**config.mk**
```make
export PLATFORM = sky130hd
export DESIGN_NAME = class_file_stream_parser
export DESIGN_NICKNAME = d
export VERILOG_FILES = /design/src/rtl/cfp_pkg.sv /design/src/rtl/cfp_parse.sv /design/src/rtl/cfp_out_buf.sv /design/src/rtl/class_file_stream_parser.sv
export SDC_FILE = /design/constraint.sdc
export NUM_CORES = 1
export LEC_CHECK = 0
export BUFFER_PORTS_ARGS = -buffer_cell sky130_fd_sc_hd__buf_4
export CAP_MARGIN = 5
export CORE_MARGIN = 4
export CORE_UTILIZATION = 39
export CTS_CLUSTER_DIAMETER = 60
export CTS_CLUSTER_SIZE = 28
export DETAILED_ROUTE_END_ITERATION = 10
export PLACE_DENSITY_LB_ADDON = 0.08
export SLEW_MARGIN = 20
export SYNTH_ARGS = -nofsm -noshare
export SYNTH_HDL_FRONTEND = slang
export SYNTH_SLANG_ARGS = --single-unit
```
**constraint.sdc**
```tcl
create_clock -name aclk -period 16.8 [get_ports aclk]
set_input_delay 0.84 -clock aclk [delete_from_list [all_inputs] [get_ports aclk]]
set_output_delay 0.84 -clock aclk [all_outputs]
set_load 0.005 [all_outputs]
```
**src/rtl/cfp_pkg.sv**
```systemverilog
// shared types and constants for the class file stream parser
package cfp_pkg;

    localparam logic [31:0] MAGIC_WORD = 32'hCAFEBABE;

    localparam int PHASE_W = 26;

    typedef enum logic [PHASE_W-1:0] {
        PH_MAGIC  = 26'd1 << 0,
        PH_MINOR  = 26'd1 << 1,
        PH_MAJOR  = 26'd1 << 2,
        PH_PCOUNT = 26'd1 << 3,
        PH_TAG    = 26'd1 << 4,
        PH_PA     = 26'd1 << 5,
        PH_PB     = 26'd1 << 6,
        PH_RKIND  = 26'd1 << 7,
        PH_HI     = 26'd1 << 8,
        PH_LO     = 26'd1 << 9,
        PH_ULEN   = 26'd1 << 10,
        PH_USKIP  = 26'd1 << 11,
        PH_ACCESS = 26'd1 << 12,
        PH_THIS   = 26'd1 << 13,
        PH_SUPER  = 26'd1 << 14,
        PH_ICOUNT = 26'd1 << 15,
        PH_IFACE  = 26'd1 << 16,
        PH_TCOUNT = 26'd1 << 17,
        PH_MACC   = 26'd1 << 18,
        PH_MNAME  = 26'd1 << 19,
        PH_MDESC  = 26'd1 << 20,
        PH_ACOUNT = 26'd1 << 21,
        PH_ANAME  = 26'd1 << 22,
        PH_ALEN   = 26'd1 << 23,
        PH_ASKIP  = 26'd1 << 24,
        PH_DONE   = 26'd1 << 25
    } phase_t;

    typedef enum logic [4:0] {
        K_MAGIC = 5'd0, K_MINOR = 5'd1, K_MAJOR = 5'd2, K_PCOUNT = 5'd3,
        K_TAG = 5'd4, K_PA = 5'd5, K_PB = 5'd6, K_HI = 5'd7, K_LO = 5'd8,
        K_RKIND = 5'd9, K_ULEN = 5'd10, K_ACCESS = 5'd11, K_THIS = 5'd12,
        K_SUPER = 5'd13, K_ICOUNT = 5'd14, K_IFACE = 5'd15, K_FCOUNT = 5'd16,
        K_MCOUNT = 5'd17, K_MACC = 5'd18, K_MNAME = 5'd19, K_MDESC = 5'd20,
        K_ACOUNT = 5'd21, K_ANAME = 5'd22, K_ALEN = 5'd23
    } kind_t;

    localparam logic [1:0] ERR_NONE    = 2'd0;
    localparam logic [1:0] ERR_MAGIC   = 2'd1;
    localparam logic [1:0] ERR_BAD_TAG = 2'd2;

    localparam logic [1:0] SEC_FIELDS  = 2'd0;
    localparam logic [1:0] SEC_METHODS = 2'd1;
    localparam logic [1:0] SEC_CLASS   = 2'd2;

    localparam logic [7:0] TAG_UTF8    = 8'd1;
    localparam logic [7:0] TAG_LONG    = 8'd5;
    localparam logic [7:0] TAG_DOUBLE  = 8'd6;
    localparam logic [7:0] TAG_MHANDLE = 8'd15;

    typedef struct packed {
        logic [4:0]  kind;
        logic [31:0] value;
        logic [15:0] index;
        logic [7:0]  tag;
        logic [1:0]  err;
        logic        done;
    } token_t;

    function automatic logic [2:0] phase_width(input phase_t p);
        logic [2:0] w;
        w = 3'd2;
        if (p == PH_MAGIC || p == PH_HI || p == PH_LO || p == PH_ALEN) w = 3'd4;
        else if (p == PH_TAG || p == PH_RKIND) w = 3'd1;
        return w;
    endfunction

    function automatic logic tag_has_second(input logic [7:0] t);
        return (t >= 8'd9 && t <= 8'd12) || t == 8'd17 || t == 8'd18;
    endfunction

endpackage

```
**src/rtl/cfp_parse.sv**
```systemverilog
// parse state machine: one byte in, at most one token out per beat
module cfp_parse
    import cfp_pkg::*;
(
    input  logic       aclk,
    input  logic       aresetn,
    input  logic       step,
    input  logic [7:0] data_byte,
    input  logic       restart,
    output logic       tok_valid,
    output token_t     tok
);

    phase_t      phase_reg, phase_next, ph;
    logic [2:0]  bif_reg, bif_next, bif;
    logic [31:0] acc_reg, acc_next, acc;
    logic [15:0] pool_reg, pool_next_v, pool;
    logic [15:0] tab_reg, tab_next, tab;
    logic [15:0] attr_reg, attr_next, attr;
    logic [31:0] skip_reg, skip_next, skip;
    logic [15:0] idx_reg, idx_next, cidx;
    logic [7:0]  ctag_reg, ctag_next, ctag;
    logic [1:0]  sec_reg, sec_next, sec;
    logic        halt_reg, halt_next, halt;
    logic [15:0] aidx_reg, aidx_next, aidx;
    logic [31:0] val;
    logic [31:0] acc_sh;
    logic [2:0]  bif_inc;
    logic [15:0] slots;
    logic [15:0] tab_dec;
    logic [15:0] attr_dec;
    logic [31:0] skip_dec;

    always_comb begin
        ph   = restart ? PH_MAGIC : phase_reg;
        bif  = restart ? 3'd0 : bif_reg;
        acc  = restart ? 32'd0 : acc_reg;
        pool = restart ? 16'd0 : pool_reg;
        tab  = restart ? 16'd0 : tab_reg;
        attr = restart ? 16'd0 : attr_reg;
        skip = restart ? 32'd0 : skip_reg;
        cidx = restart ? 16'd0 : idx_reg;
        ctag = restart ? 8'd0 : ctag_reg;
        sec  = restart ? 2'd0 : sec_reg;
        halt = restart ? 1'b0 : halt_reg;
        aidx = restart ? 16'd0 : aidx_reg;

        phase_next = ph;  bif_next = bif;  acc_next = acc;  pool_next_v = pool;
        tab_next = tab;   attr_next = attr; skip_next = skip; idx_next = cidx;
        ctag_next = ctag; sec_next = sec;  halt_next = halt; aidx_next = aidx;
        tok_valid = 1'b0;
        tok = '0;

        acc_sh   = {acc[23:0], data_byte};
        bif_inc  = bif + 3'd1;
        val      = acc_sh;
        slots    = (ctag == TAG_LONG || ctag == TAG_DOUBLE) ? 16'd2 : 16'd1;
        tab_dec  = tab - 16'd1;
        attr_dec = attr - 16'd1;
        skip_dec = skip - 32'd1;

        if (halt || ph == PH_DONE) begin
        end else if (ph == PH_USKIP || ph == PH_ASKIP) begin
            skip_next = skip_dec;
            if (skip_dec == 32'd0) begin
                if (ph == PH_USKIP) begin
                    idx_next = cidx + slots;
                    if (pool <= slots) begin
                        pool_next_v = '0; ctag_next = '0; idx_next = '0;
                        phase_next = PH_ACCESS;
                    end else begin
                        pool_next_v = pool - slots; phase_next = PH_TAG;
                    end
                end else begin
                    aidx_next = aidx + 16'd1;
                    attr_next = attr_dec;
                    if (attr_dec != 16'd0) phase_next = PH_ANAME;
                    else if (sec >= SEC_CLASS) phase_next = PH_DONE;
                    else begin
                        idx_next = cidx + 16'd1;
                        tab_next = tab_dec;
                        if (tab_dec != 16'd0) phase_next = PH_MACC;
                        else begin
                            idx_next = '0;
                            sec_next = (sec == SEC_FIELDS) ? SEC_METHODS : SEC_CLASS;
                            phase_next = (sec == SEC_FIELDS) ? PH_TCOUNT : PH_ACOUNT;
                        end
                    end
                end
            end
        end else if (bif_inc < phase_width(ph)) begin
            acc_next = acc_sh;
            bif_next = bif_inc;
        end else begin
            acc_next = '0;
            bif_next = '0;
            tok_valid = 1'b1;
            tok.value = val;
            unique case (ph)
                PH_MAGIC: begin
                    tok.kind = K_MAGIC;
                    if (val != MAGIC_WORD) begin
                        tok.err = ERR_MAGIC; halt_next = 1'b1;
                    end else phase_next = PH_MINOR;
                end
                PH_MINOR: begin tok.kind = K_MINOR; phase_next = PH_MAJOR; end
                PH_MAJOR: begin tok.kind = K_MAJOR; phase_next = PH_PCOUNT; end
                PH_PCOUNT: begin
                    tok.kind = K_PCOUNT;
                    ctag_next = '0;
                    if (val <= 32'd1) begin
                        pool_next_v = '0; idx_next = '0; phase_next = PH_ACCESS;
                    end else begin
                        idx_next = 16'd1;
                        pool_next_v = val[15:0] - 16'd1; phase_next = PH_TAG;
                    end
                end
                PH_TAG: begin
                    tok.kind = K_TAG; tok.index = cidx; tok.tag = val[7:0];
                    ctag_next = val[7:0];
                    if (val[7:0] == TAG_UTF8) phase_next = PH_ULEN;
                    else if (val[7:0] >= 8'd3 && val[7:0] <= 8'd6) phase_next = PH_HI;
                    else if ((val[7:0] >= 8'd7 && val[7:0] <= 8'd12)
                             || (val[7:0] >= 8'd16 && val[7:0] <= 8'd20))
                        phase_next = PH_PA;
                    else if (val[7:0] == TAG_MHANDLE) phase_next = PH_RKIND;
                    else begin tok.err = ERR_BAD_TAG; halt_next = 1'b1; end
                end
                PH_PA, PH_PB, PH_RKIND, PH_HI, PH_LO, PH_ULEN: begin
                    tok.index = cidx; tok.tag = ctag;
                    tok.kind = (ph == PH_PA) ? K_PA : (ph == PH_PB) ? K_PB :
                               (ph == PH_RKIND) ? K_RKIND : (ph == PH_HI) ? K_HI :
                               (ph == PH_LO) ? K_LO : K_ULEN;
                    if (ph == PH_RKIND) phase_next = PH_PA;
                    else if (ph == PH_PA && tag_has_second(ctag)) phase_next = PH_PB;
                    else if (ph == PH_HI && (ctag == TAG_LONG || ctag == TAG_DOUBLE))
                        phase_next = PH_LO;
                    else if (ph == PH_ULEN && val != 32'd0) begin
                        skip_next = val; phase_next = PH_USKIP;
                    end else begin
                        idx_next = cidx + slots;
                        if (pool <= slots) begin
                            pool_next_v = '0; ctag_next = '0; idx_next = '0;
                            phase_next = PH_ACCESS;
                        end else begin
                            pool_next_v = pool - slots; phase_next = PH_TAG;
                        end
                    end
                end
                PH_ACCESS: begin tok.kind = K_ACCESS; phase_next = PH_THIS; end
                PH_THIS:   begin tok.kind = K_THIS; phase_next = PH_SUPER; end
                PH_SUPER:  begin tok.kind = K_SUPER; phase_next = PH_ICOUNT; end
                PH_ICOUNT: begin
                    tok.kind = K_ICOUNT;
                    tab_next = val[15:0]; idx_next = '0; sec_next = SEC_FIELDS;
                    phase_next = (val == 32'd0) ? PH_TCOUNT : PH_IFACE;
                end
                PH_IFACE: begin
                    tok.kind = K_IFACE; tok.index = cidx;
                    idx_next = cidx + 16'd1;
                    tab_next = tab_dec;
                    if (tab_dec == 16'd0) begin
                        idx_next = '0; phase_next = PH_TCOUNT;
                    end
                end
                PH_TCOUNT: begin
                    tok.kind = (sec == SEC_FIELDS) ? K_FCOUNT : K_MCOUNT;
                    tab_next = val[15:0]; idx_next = '0;
                    if (val == 32'd0) begin
                        sec_next = (sec == SEC_FIELDS) ? SEC_METHODS : SEC_CLASS;
                        phase_next = (sec == SEC_FIELDS) ? PH_TCOUNT : PH_ACOUNT;
                    end else phase_next = PH_MACC;
                end
                PH_MACC:  begin tok.kind = K_MACC; tok.index = cidx; phase_next = PH_MNAME; end
                PH_MNAME: begin tok.kind = K_MNAME; tok.index = cidx; phase_next = PH_MDESC; end
                PH_MDESC: begin tok.kind = K_MDESC; tok.index = cidx; phase_next = PH_ACOUNT; end
                PH_ACOUNT: begin
                    tok.kind = K_ACOUNT;
                    tok.index = (sec < SEC_CLASS) ? cidx : 16'd0;
                    attr_next = val[15:0]; aidx_next = '0;
                    if (val == 32'd0) begin
                        if (sec >= SEC_CLASS) begin
                            tok.done = 1'b1; phase_next = PH_DONE;
                        end else begin
                            idx_next = cidx + 16'd1;
                            tab_next = tab_dec;
                            if (tab_dec != 16'd0) phase_next = PH_MACC;
                            else begin
                                idx_next = '0;
                                sec_next = (sec == SEC_FIELDS) ? SEC_METHODS : SEC_CLASS;
                                phase_next = (sec == SEC_FIELDS) ? PH_TCOUNT : PH_ACOUNT;
                            end
                        end
                    end else phase_next = PH_ANAME;
                end
                PH_ANAME: begin tok.kind = K_ANAME; tok.index = aidx; phase_next = PH_ALEN; end
                default: begin
                    tok.kind = K_ALEN; tok.index = aidx;
                    if (sec >= SEC_CLASS && attr == 16'd1) tok.done = 1'b1;
                    if (val != 32'd0) begin
                        skip_next = val; phase_next = PH_ASKIP;
                    end else begin
                        aidx_next = aidx + 16'd1;
                        attr_next = attr_dec;
                        if (attr_dec != 16'd0) phase_next = PH_ANAME;
                        else if (sec >= SEC_CLASS) phase_next = PH_DONE;
                        else begin
                            idx_next = cidx + 16'd1;
                            tab_next = tab_dec;
                            if (tab_dec != 16'd0) phase_next = PH_MACC;
                            else begin
                                idx_next = '0;
                                sec_next = (sec == SEC_FIELDS) ? SEC_METHODS : SEC_CLASS;
                                phase_next = (sec == SEC_FIELDS) ? PH_TCOUNT : PH_ACOUNT;
                            end
                        end
                    end
                end
            endcase
        end
    end

    always_ff @(posedge aclk) begin
        if (!aresetn) begin
            phase_reg <= PH_MAGIC;
            bif_reg   <= '0;
            acc_reg   <= '0;
            pool_reg  <= '0;
            tab_reg   <= '0;
            attr_reg  <= '0;
            skip_reg  <= '0;
            idx_reg   <= '0;
            ctag_reg  <= '0;
            sec_reg   <= '0;
            halt_reg  <= 1'b0;
            aidx_reg  <= '0;
        end else if (step) begin
            phase_reg <= phase_next;
            bif_reg   <= bif_next;
            acc_reg   <= acc_next;
            pool_reg  <= pool_next_v;
            tab_reg   <= tab_next;
            attr_reg  <= attr_next;
            skip_reg  <= skip_next;
            idx_reg   <= idx_next;
            ctag_reg  <= ctag_next;
            sec_reg   <= sec_next;
            halt_reg  <= halt_next;
            aidx_reg  <= aidx_next;
        end
    end

    a_phase_onehot: assert property (@(posedge aclk) disable iff (!aresetn)
        $onehot(phase_reg)) else $error("phase not one-hot");
    a_bif_range: assert property (@(posedge aclk) disable iff (!aresetn)
        bif_reg < 3'd4) else $error("byte count out of range");
    a_halt_quiet: assert property (@(posedge aclk) disable iff (!aresetn)
        (halt_reg && !restart) |-> !tok_valid) else $error("token while halted");
    a_err_halts: assert property (@(posedge aclk) disable iff (!aresetn)
        (step && tok_valid && tok.err != ERR_NONE) |=> halt_reg)
        else $error("error did not halt");
    a_sec_range: assert property (@(posedge aclk) disable iff (!aresetn)
        sec_reg != 2'd3) else $error("bad section");

endmodule

```
**src/rtl/cfp_out_buf.sv**
```systemverilog
// two-entry skid output buffer for tokens
module cfp_out_buf
    import cfp_pkg::*;
(
    input  logic   aclk,
    input  logic   aresetn,
    input  logic   in_valid,
    input  token_t in_tok,
    output logic   space,
    output logic   out_valid,
    output token_t out_tok,
    input  logic   out_ready
);

    token_t main_reg, skid_reg;
    logic   mv_reg, sv_reg;
    logic   pop;

    assign pop       = mv_reg && out_ready;
    assign space     = !sv_reg;
    assign out_valid = mv_reg;
    assign out_tok   = main_reg;

    always_ff @(posedge aclk) begin
        if (!aresetn) begin
            mv_reg <= 1'b0;
            sv_reg <= 1'b0;
        end else begin
            if (!mv_reg || pop) begin
                mv_reg <= sv_reg || in_valid;
                sv_reg <= 1'b0;
            end else if (in_valid) begin
                sv_reg <= 1'b1;
            end
        end
    end

    always_ff @(posedge aclk) begin
        if (!mv_reg || pop) begin
            main_reg <= sv_reg ? skid_reg : in_tok;
        end
        if (in_valid && !(!mv_reg || pop)) skid_reg <= in_tok;
        else if (in_valid && sv_reg) skid_reg <= in_tok;
    end

    a_no_overflow: assert property (@(posedge aclk) disable iff (!aresetn)
        (sv_reg && !pop) |-> !in_valid) else $error("buffer overflow");
    a_skid_implies_main: assert property (@(posedge aclk) disable iff (!aresetn)
        sv_reg |-> mv_reg) else $error("skid without main");
    a_hold: assert property (@(posedge aclk) disable iff (!aresetn)
        (mv_reg && !out_ready) |=> (mv_reg && $stable(main_reg)))
        else $error("token changed while stalled");

endmodule

```
**src/rtl/class_file_stream_parser.sv**
```systemverilog
// top level: class file byte stream parser
// a token is registered in the output buffer: main slot, or skid slot while m_ stalls
// throughput: one byte per cycle; tready falls only while both output slots are full
// reset: aresetn synchronous active low; parse returns to expecting the magic word
// s_tuser restart also clears the parse before the byte in that beat
module class_file_stream_parser
    import cfp_pkg::*;
(
    input  logic        aclk,
    input  logic        aresetn,
    input  logic        s_tvalid,
    output logic        s_tready,
    input  logic [7:0]  s_tdata,   // data_byte
    input  logic        s_tuser,   // restart
    output logic        m_tvalid,
    input  logic        m_tready,
    output logic [63:0] m_tdata,   // field_kind[4:0], field_value[36:5], entry_index[52:37],
                                   // pool_tag[60:53], error_code[62:61], zero
    output logic        m_tlast    // file_done
);

    logic   step, tok_valid, space;
    token_t tok, otok;

    assign s_tready = space;
    assign step     = s_tvalid && s_tready;

    cfp_parse u_parse (
        .aclk(aclk), .aresetn(aresetn), .step(step),
        .data_byte(s_tdata), .restart(s_tuser),
        .tok_valid(tok_valid), .tok(tok)
    );

    cfp_out_buf u_buf (
        .aclk(aclk), .aresetn(aresetn),
        .in_valid(step && tok_valid), .in_tok(tok),
        .space(space), .out_valid(m_tvalid), .out_tok(otok), .out_ready(m_tready)
    );

    assign m_tdata = {1'b0, otok.err, otok.tag, otok.index, otok.value, otok.kind};
    assign m_tlast = otok.done;

endmodule
```
==> run metrics <==
DRT iter0 DRCs=3953; largest net degree at the start of global routing=77; setup ws final=10.01 ns; # setup viols final=0; IO Port Bufs=78; Top FF cell, synth=dfxtp_1; # rows=88; Area Growth Syn to Fin=13.0%; RSZ-0062 raised after global routing=no; H-tree levels=2; Worst setup SP type=register; clock-pin slew on the worst setup and hold paths=0.07 ns; Slew @ Worst Pin=1.34 ns; chip width=249 um; first-pass GRT wire length=170000 um; Clock Power Share=50.4%; largest cells by area after synthesis=edfxtp_1, dfxtp_1, nand2_1; clk buf depth=3; vias in the first global route=24100; DP HPWL=81100 um; Hold Crit Class=register to register; Final Power=2.02 mW; remaining antenna violation count after routing=0; CP cell instances=nor4_1 > nand3_1 > nor4_1 > nor3b_1 > a211oi_1 > ha_1 > o21ai_0 > nand2b_1 > o31a_1 > buf_4 > nand3_1 > nor2_2 > nand2_1 > nor2_4 > buf_4; post-synthesis cell area=22700 um^2; total CTS buffers=42; # DRC=0; Avg Synthesized Cell Area=7.57 um^2; critical path's slowest cell=nor4_1; CP top delay family=simple AND/OR/NAND/NOR gates; share of the synthesized area in the top cell type=16.9%; Required @ worst endpoint=17.02 ns; post-place setup slack=9.86 ns; Max VDD drop=63.0 uV; leading area contributor after synthesis=edfxtp_1; Switch Pwr=599 uW; switching power share of the total=29.6%; slew margin rel.=10.5%; routed vias=26400; outcome=complete, no violations; Synth Register Bits=306; I/O pin cnt=80; crit share post-route=40.4%; Critical Path Fanout Max=64; WL final=118000 um; Via density=7.03; placed insts=3680; Synthesized Nets=3035; core area=57700 um^2; maximum clock rate=0.147 GHz; Setup TNS=0 ns; ratio of cells with drive above 1 in the final layout=11.6%; number of synthesized flops with an enable pin=128; CTS tree=built; GRT Total Usage=35.8%; Initial Util=39.3%; Comb power frac=10.3%; storage element area=7410 um^2; most common cell after layout, fill and taps aside=nand2_1; Yosys warnings=0; Final Non-Filler Cells=3758; Netlist cell types=95; Root Buffer=clkbuf_16; initial antenna violation count=3; per-cell routed wire length=31.3 um; Die ar.=62100 um^2; post-CTS sizing=0; leakage power total=8.95 nW; min Tclk post-route=6.79 ns; critical path's largest stage delay=0.86 ns; MaxCap Viol Count=0; final hold slack=0.453 ns; CP Class=register to register; clock skew=0.0283 ns; clk_lat worst skew=0.60 ns; CTS sink count=306; Syn Inst Count=2999; Multi-input gate area=14300 um^2; Final Hold Fails=0; First-pass DRT Iterations=7; post-synthesis sequential area ratio=32.6%; pwr dens=78.9 nW/um^2; most frequent cells in the layout=nand2_1, nor2_1, o21ai_0; Slew Limit Fails=0; CP Capture Type=register; routability congestion estimate=1.00; final net count=2995; Synth async-reset ratio=0%; number of post-CTS setup repair buffers=0; CTS hold repair buffers=0; sequential share of power=39.3%; P_int=1.42 mW; DIE HEIGHT=249 um; Fill cells=5845; Critical Path AT=7.02 ns; grt ovf=0; critical path buffer and inverter count=2
## synthesized netlist by cell type, drive strengths merged (11+ instances only)
cell type and number:
or3 34, o22ai 42, nor2 325, a211o 16, dfxtp 178, o21ai 255
nand3 111, a22o 13, nand2 349, or2 12, or4 21, a221oi 19
a211oi 27, o211ai 44, and3 53, inv 41, ha 21, o221ai 11
nand4 42, a21o 16, buf 45, o31ai 70, o21a 14, nor4 68
xor2 21, mux2 33, a31oi 54, clkbuf 202, nor2b 50, a22oi 67
a21oi 221, nand2b 22, nor3 110, mux2i 17, and2 15, xnor2 34
o31a 13, a32o 12, edfxtp 128
## worst reg2reg max path: stages (launching register included)
cell      delay (ns)
dfxtp_1         0.44
nor4_1          0.86
nand3_1         0.38
nor4_1          0.74
nor3b_1         0.43
a211oi_1        0.20
ha_1            0.34
o21ai_0         0.11
nand2b_1        0.18
o31a_1          0.16
buf_4           0.27
nand3_1         0.36
nor2_2          0.52
nand2_1         0.51
nor2_4          0.18
buf_4           0.65
## power groups by stage
stage | combinational (mW) | clock (mW) | sequential, mW
after floorplan | 0.119 | 0 | 0.800
after global placement | 0.196 | 0 | 0.810
after detailed placement | 0.197 | 0 | 0.810
after CTS | 0.198 | 1.03 | 0.794
after global routing | 0.215 | 1.06 | 0.795
final | 0.208 | 1.02 | 0.795
## logic make-up after synthesis
family / count (synthesis) / share of synthesized area [%]
adder cells (fa/ha/maj): 23 / 1.33
AO/OA/AOI/OAI: 1010 / 29.2
AND/OR/NAND/NOR: 1264 / 27.4
buffers and inverters: 290 / 4.95
XOR/XNOR: 55 / 2.12
multiplexers: 50 / 2.39
other: 1 / 0.0165
flip-flops: 306 / 32.6
## metrics by stage
step,util [%],cell area (um^2)
floorplan,-,22700
global placement,41.7,24100
detailed placement,41.7,24100
CTS,44.4,25600
global route,44.4,25600
finish,44.4,25600
## cell type report
class | instances | area share, %
Antenna cell | 1 | 0.00976
Clock buffer | 51 | 4.51
Clock inverter | 26 | 1.60
Inverter | 43 | 0.634
Multi-Input combinational cell | 2403 | 55.8
Sequential cell | 306 | 28.9
Tap cell | 765 | 3.73
Timing Repair Buffer | 163 | 4.79
## worst paths after layout
path                         from                  to  slack, ns  depth (start not counted)
max          u_parse.phase_reg[5]  u_buf.skid_reg[57]      10.01                         15
min            u_parse.bif_reg[1]  u_parse.bif_reg[1]       0.45                          2
max reg2reg  u_parse.phase_reg[5]  u_buf.skid_reg[57]      10.01                         15
min reg2reg    u_parse.bif_reg[1]  u_parse.bif_reg[1]       0.45                          2
## layer usage
layer / track usage [%] / wire length (um) / share of wire (%) / up-vias
li1: - / - / - / 11300
met1: 49.9 / 48000 / 41 / 12700
met2: 51.5 / 47700 / 41 / 1982
met3: 9.87 / 14900 / 13 / 422
met4: 16.8 / 6980 / 5.9 / 4
met5: 0 / 27 / 0.023 / -
Power figures use the tool's default switching activity.
